===== config.mk =====
export PLATFORM = sky130hd
export DESIGN_NAME = water_quality_frame_receiver
export DESIGN_NICKNAME = d
export VERILOG_FILES = /design/src/sv/wqfr_pkg.sv /design/src/sv/water_quality_frame_receiver.sv
export SDC_FILE = /design/constraint.sdc
export NUM_CORES = 1
export LEC_CHECK = 0
export ABC_AREA = 1
export CAP_MARGIN = 30
export CORE_ASPECT_RATIO = 0.8
export CORE_MARGIN = 1
export CORE_UTILIZATION = 35
export DETAILED_ROUTE_END_ITERATION = 16
export DONT_BUFFER_PORTS = 1
export HOLD_SLACK_MARGIN = 0.02
export SETUP_SLACK_MARGIN = 0.4
export SLEW_MARGIN = 20
export SYNTH_ARGS = -nofsm -noshare
export SYNTH_HDL_FRONTEND = slang
export SYNTH_SLANG_ARGS = --single-unit

===== constraint.sdc =====
create_clock -name clk -period 7.13 [get_ports clk]
set_input_delay 0.713 -clock clk [delete_from_list [all_inputs] [get_ports clk]]
set_output_delay 0.713 -clock clk [all_outputs]
set_load 0.01 [all_outputs]

===== src/sv/wqfr_pkg.sv =====
// ----------------------------------------------------------------------------
// wqfr_pkg
// Shared types, constants and the byte-wide crc-8 update for the
// water-quality frame receiver.
// ----------------------------------------------------------------------------
`timescale 1ns / 1ps
`default_nettype none

package wqfr_pkg;

  // frame layout
  localparam int unsigned FRAME_LAST    = 26;
  localparam int unsigned CRC_POS       = 25;
  localparam int unsigned PAYLOAD_FIRST = 8;
  localparam int unsigned PAYLOAD_COUNT = 17;
  localparam int unsigned POS_W         = 5;
  localparam int unsigned PIDX_W        = 5;

  // frame marker bytes
  localparam logic [7:0] HDR_BYTE0    = 8'h55;
  localparam logic [7:0] HDR_BYTE1    = 8'hAA;
  localparam logic [7:0] TRAILER_BYTE = 8'hFF;

  // reflected crc-8 polynomial, maxim form
  localparam logic [7:0] CRC_POLY = 8'h8C;

  // frame status codes
  typedef enum logic [1:0] {
    STATUS_GOOD      = 2'd0,
    STATUS_FRAME_ERR = 2'd1,
    STATUS_CRC_ERR   = 2'd2
  } frame_status_t;

  // input request
  typedef struct packed {
    logic [7:0] rx_byte;
    logic       frame_start;
  } wqfr_in_t;

  // result request
  typedef struct packed {
    logic [1:0]  frame_status;
    logic [15:0] toc_hundredths;
    logic [15:0] cod_hundredths;
    logic [15:0] sd_hundredths;
    logic [15:0] zd_hundredths;
    logic [15:0] temp_tenths;
    logic [15:0] tds_value;
    logic [15:0] uv254_ten_thousandths;
    logic [15:0] ec_value;
    logic [7:0]  wqi_value;
  } wqfr_out_t;

  // one byte through the crc, lsb first
  function automatic logic [7:0] crc8_update(input logic [7:0] crc, input logic [7:0] b);
    logic [7:0] c;
    c = crc ^ b;
    for (int k = 0; k < 8; k++) begin
      c = c[0] ? ((c >> 1) ^ CRC_POLY) : (c >> 1);
    end
    return c;
  endfunction

endpackage

`default_nettype wire


===== src/sv/water_quality_frame_receiver.sv =====
// ----------------------------------------------------------------------------
// water_quality_frame_receiver
// Groups sensor response bytes into 27-byte frames, checks header, trailer
// and crc-8, and emits a status with nine big-endian readings per frame.
// ----------------------------------------------------------------------------
// channel   direction  handshake             payload
// in_       input      in_valid / in_stall    wqfr_in_t  (rx_byte, frame_start)
// out_      output     out_valid / out_stall  wqfr_out_t (status and readings)
//
// One byte per cycle sustained while out_stall is low: a byte is held in the
// input register, then crc, checks and capture run in one pass into the frame
// state and the result register, which takes the result of the trailer byte.
// Reset clears frame position, crc and check flags; payload bytes are not
// cleared. A stall on the output holds the result and backs up into in_stall.
// ----------------------------------------------------------------------------
`timescale 1ns / 1ps
`default_nettype none

module water_quality_frame_receiver
  import wqfr_pkg::*;
(
  input  wire logic      clk,
  input  wire logic      rst_n,
  input  wire logic      in_valid,
  output      logic      in_stall,
  input  wire wqfr_in_t  in_data,
  output      logic      out_valid,
  input  wire logic      out_stall,
  output      wqfr_out_t out_data
);

  // input register
  logic     in_valid_r;
  wqfr_in_t in_r;

  // frame state
  logic [POS_W-1:0] pos_r,  pos_nxt;
  logic [7:0]       crc_r,  crc_nxt;
  logic             hdr_ok_r, hdr_ok_nxt;
  logic             crc_ok_r, crc_ok_nxt;
  logic [7:0]       payload_r [PAYLOAD_COUNT];

  // result register
  logic      out_valid_r;
  wqfr_out_t out_r, out_nxt;

  logic             advance;
  logic             accept;
  logic [POS_W-1:0] pos;
  logic             emit;
  logic             pay_we;
  logic [POS_W-1:0] pay_off;
  logic [PIDX_W-1:0] pay_idx;

  assign advance  = !out_valid_r || !out_stall;
  assign in_stall = in_valid_r && !advance;
  assign accept   = in_valid && !in_stall;

  // input register load
  always_ff @(posedge clk) begin
    if (!rst_n) begin
      in_valid_r <= 1'b0;
    end else if (accept) begin
      in_valid_r <= 1'b1;
    end else if (advance) begin
      in_valid_r <= 1'b0;
    end
  end

  always_ff @(posedge clk) begin
    if (accept) begin
      in_r <= in_data;
    end
  end

  // effective position of the byte in the input register
  always_comb begin
    if (in_r.frame_start || (pos_r > POS_W'(FRAME_LAST))) begin
      pos = '0;
    end else begin
      pos = pos_r;
    end
  end

  assign pay_off = pos - POS_W'(PAYLOAD_FIRST);
  assign pay_idx = pay_off[PIDX_W-1:0];
  assign pay_we  = in_valid_r && advance
                   && (pos >= POS_W'(PAYLOAD_FIRST)) && (pos < POS_W'(CRC_POS));
  assign emit    = (pos == POS_W'(FRAME_LAST));

  // header, crc and position update
  always_comb begin
    hdr_ok_nxt = hdr_ok_r;
    crc_ok_nxt = crc_ok_r;
    crc_nxt    = crc_r;
    if (pos == '0) begin
      crc_nxt    = '0;
      crc_ok_nxt = 1'b0;
      hdr_ok_nxt = (in_r.rx_byte == HDR_BYTE0);
    end else if (pos == POS_W'(1)) begin
      hdr_ok_nxt = hdr_ok_r && (in_r.rx_byte == HDR_BYTE1);
    end
    if (pos < POS_W'(CRC_POS)) begin
      crc_nxt = crc8_update(crc_nxt, in_r.rx_byte);
    end
    if (pos == POS_W'(CRC_POS)) begin
      crc_ok_nxt = (crc_r == in_r.rx_byte);
    end
    pos_nxt = emit ? '0 : pos + POS_W'(1);
  end

  // result assembly on the trailer byte
  always_comb begin
    out_nxt = '0;
    if (!hdr_ok_r || (in_r.rx_byte != TRAILER_BYTE)) begin
      out_nxt.frame_status = STATUS_FRAME_ERR;
    end else begin
      out_nxt.frame_status          = crc_ok_r ? STATUS_GOOD : STATUS_CRC_ERR;
      out_nxt.toc_hundredths        = {payload_r[0],  payload_r[1]};
      out_nxt.cod_hundredths        = {payload_r[2],  payload_r[3]};
      out_nxt.sd_hundredths         = {payload_r[4],  payload_r[5]};
      out_nxt.zd_hundredths         = {payload_r[6],  payload_r[7]};
      out_nxt.temp_tenths           = {payload_r[8],  payload_r[9]};
      out_nxt.tds_value             = {payload_r[10], payload_r[11]};
      out_nxt.uv254_ten_thousandths = {payload_r[12], payload_r[13]};
      out_nxt.ec_value              = {payload_r[14], payload_r[15]};
      out_nxt.wqi_value             = payload_r[16];
    end
  end

  // frame state registers
  always_ff @(posedge clk) begin
    if (!rst_n) begin
      pos_r    <= '0;
      crc_r    <= '0;
      hdr_ok_r <= 1'b0;
      crc_ok_r <= 1'b0;
    end else if (in_valid_r && advance) begin
      pos_r    <= pos_nxt;
      crc_r    <= crc_nxt;
      hdr_ok_r <= hdr_ok_nxt;
      crc_ok_r <= crc_ok_nxt;
    end
  end

  // payload capture
  always_ff @(posedge clk) begin
    if (pay_we) begin
      payload_r[pay_idx] <= in_r.rx_byte;
    end
  end

  // result register
  always_ff @(posedge clk) begin
    if (!rst_n) begin
      out_valid_r <= 1'b0;
    end else if (advance) begin
      out_valid_r <= in_valid_r && emit;
    end
  end

  always_ff @(posedge clk) begin
    if (advance && in_valid_r && emit) begin
      out_r <= out_nxt;
    end
  end

  assign out_valid = out_valid_r;
  assign out_data  = out_r;

endmodule

`default_nettype wire


==> results_dict.tcl <==
set metrics [dict create \
    outcome "finished, final reports clean" \
    syn_to_final_growth_pct 13.3 \
    fin_skew_ns 0.0159 \
    endpoint_kind "flip-flop" \
    relSlewSlack 0.397 \
    post_cts_resized 0 \
    io_buffer_count 0 \
    cts_buffers 31 \
    hold_class "primary input to flip-flop" \
    synth_nets 865 \
    routed_via_density 4.44 \
    worstPathArrival_ns 3.31 \
    avgSynthCellArea_um2 13.3 \
    clk_latency_ns 0.58 \
    min_period_over_period 0.437 \
    yosys_warnings 0 \
    htree_levels 1 \
    crit_path_cell_trace "nand2_2 > inv_2 > nand2_2 > nand2_1 > inv_1 > nand2_1 > inv_1 > ha_1 > nand2_1 > nor2_4 > buf_4" \
    drive_above_1_share 0.0954 \
    drt_iter0_drc 398 \
    powerDensity_nw_per_um2 273 \
    fin_crit_ns 3.11 \
    num_rows 58 \
    nNetsFinal 893 \
    synth_seq_cells 300 \
    slew_viol_final 0 \
    grt_usage 0.144 \
    hold_buffers 0 \
    tightest_slew_ns 0.900 \
    synthTopCellsByCount "edfxtp_1 (283), inv_1 (169), nor2_1 (160), nand2_1 (88), a21oi_1 (24)" \
    cts.sinks 300 \
    critPathMostFrequentCell "nand2_1" \
    first_pass_iters 5 \
    critPathKind "flip-flop to flip-flop" \
    setup_viol 0 \
    worst_slack_ns 4.02 \
    tns_ns 0 \
    rsz0062_at_grt "no" \
    grt_pass1_vias 5794 \
    die_y_um 162 \
    fp.dieW_um 203 \
    critical-path-top-delay-family "buffers and inverters" \
    path_max_fanout 70 \
    core_um2 31600 \
    syn_inst 848 \
    fillers 2925 \
    drtAntennaViolNets 0 \
    die_area_um2 32900 \
    tritoncts "done" \
    drv_cap 0 \
    start_util 0.357 \
    crit_slowest_cell "buf_4" \
    cp_data_required_time_ns 7.33 \
    cts.clk_slew.worst_paths_ns 0.06 \
    grt_pass1_wl_um 35600 \
    synthesis.area_um2 11300 \
    timing.fmax_ghz 0.321 \
    peakVddDrop_v 0.000162 \
    synth_top_cell_by_area "edfxtp_1" \
    wl_per_cell_um 18.0 \
    drc 0 \
    cts_setup_buffers 0 \
    dpl_worst_slack_ns 4.00 \
    critPathBufInv 4 \
    yosysMostFrequentCell "edfxtp_1" \
    critPathLaunchType "flip-flop" \
    wirelength_um 23800 \
    ys_types 32 \
    grt-ovfl-total 0 \
    async_flop_share 0 \
    ys_seq_area_frac 0.785 \
    leakage_nw 4.60 \
    synth_edf_count 283 \
    io_pins 153 \
    antenna_found_initial 1 \
    cts_buffer_depth 3 \
    num_vias 5867 \
    ys.flop_type "edfxtp_1" \
    grt_max_degree 71 \
    hpwl_um 14300 \
    globalplace.congestion 0.864 \
    slowest_delay_ns 0.82 \
    yosys-top-cells-area "edfxtp_1 (75%), inv_1 (5.6%), nor2_1 (5.3%)" \
    hold_viol_final 0 \
    yosys.area.top_type_share 0.754 \
    root_buffer "clkbuf_16" \
]
-- power by group --
part | internal, mW | total (mW) | switching [mW] | leakage [nW]
registers | 1.92 | 1.92 | 0.00572 | 2.40
clock network | 0.804 | 1.47 | 0.669 | 0.450
logic | 0.0224 | 0.0826 | 0.0601 | 1.75
total | 2.74 | 3.48 | 0.735 | 4.60
-- metal layers --
metal,up-vias,track usage,part of all wire
li1,2826,-,-
met1,2824,0.201,0.46
met2,180,0.228,0.46
met3,37,0.0340,0.060
met4,0,0.0345,0.018
met5,-,0,0
-- path summary, 6_finish.rpt --
check / cells after the start / from / endpoint / slack (ns)
worst max register to register: 11 / pos_r[3] / out_data[121] / 4.02
worst min-delay path: 0 / in_data[2] / in_r[2] / 0.24
worst max-delay path: 11 / pos_r[3] / out_data[121] / 4.02
worst min register to register: 2 / hdr_ok_r / hdr_ok_r / 0.47
-- state kept, by name (all words and copies together), names as in the netlist --
name and count:
in_r 9, crc_ok_r 1, hdr_ok_r 1, payload_r 136, out_data 138, crc_r 8, out_valid 1, in_valid_r 1
pos_r 5
-- final cells by class --
class / instances / area [um^2] / share of cell area
inverters: 171 / 642 / 0.0503
clock buffers: 39 / 806 / 0.0631
flip-flops and latches: 300 / 8840 / 0.693
multi-input cells: 357 / 1720 / 0.135
repair buffers: 15 / 113 / 0.00883
clock inverters: 19 / 110 / 0.00863
well taps: 420 / 526 / 0.0412
diodes: 1 / 2.50 / 0.000196
-- kinds of logic after synthesis --
group,Yosys count,share of synthesized area
adders and majority gates,4,0.00444
AOI/OAI and AO/OA,42,0.0209
buffers and inverters,191,0.0644
and+or+nand+nor,295,0.108
DFF,300,0.785
xor gates and xnor gates,16,0.0174
-- layout by cell type, fill, tap and decap left out, drive strengths merged, types with 2 or more instances in the layout --
cell | synthesis | routed
clkinv | 0 | 15
nand2 | 98 | 98
nand4 | 3 | 3
ha | 4 | 4
nand3 | 21 | 21
or2 | 3 | 3
a21oi | 26 | 26
inv | 171 | 174
nor3 | 5 | 5
nor2 | 160 | 160
nor4 | 4 | 4
clkbuf | 16 | 39
xnor2 | 6 | 6
xor2 | 10 | 10
edfxtp | 283 | 283
buf | 4 | 15
o21ai | 11 | 11
dfxtp | 17 | 17
a31oi | 2 | 2
-- stage by stage --
step	area (um^2)	std cells	hold slack, ns	power (mW)	utilization
3_3_place_gp	11800	1263	0.457	2.04	0.375
6_report	12800	1322	0.237	3.48	0.404
2_1_floorplan	11300	848	0.440	2.01	-
3_5_place_dp	11800	1263	0.461	2.04	0.375
5_1_grt	12800	1321	0.206	3.60	0.404
4_1_cts	12800	1321	0.208	3.53	0.404
Power figures use the tool's default switching activity.
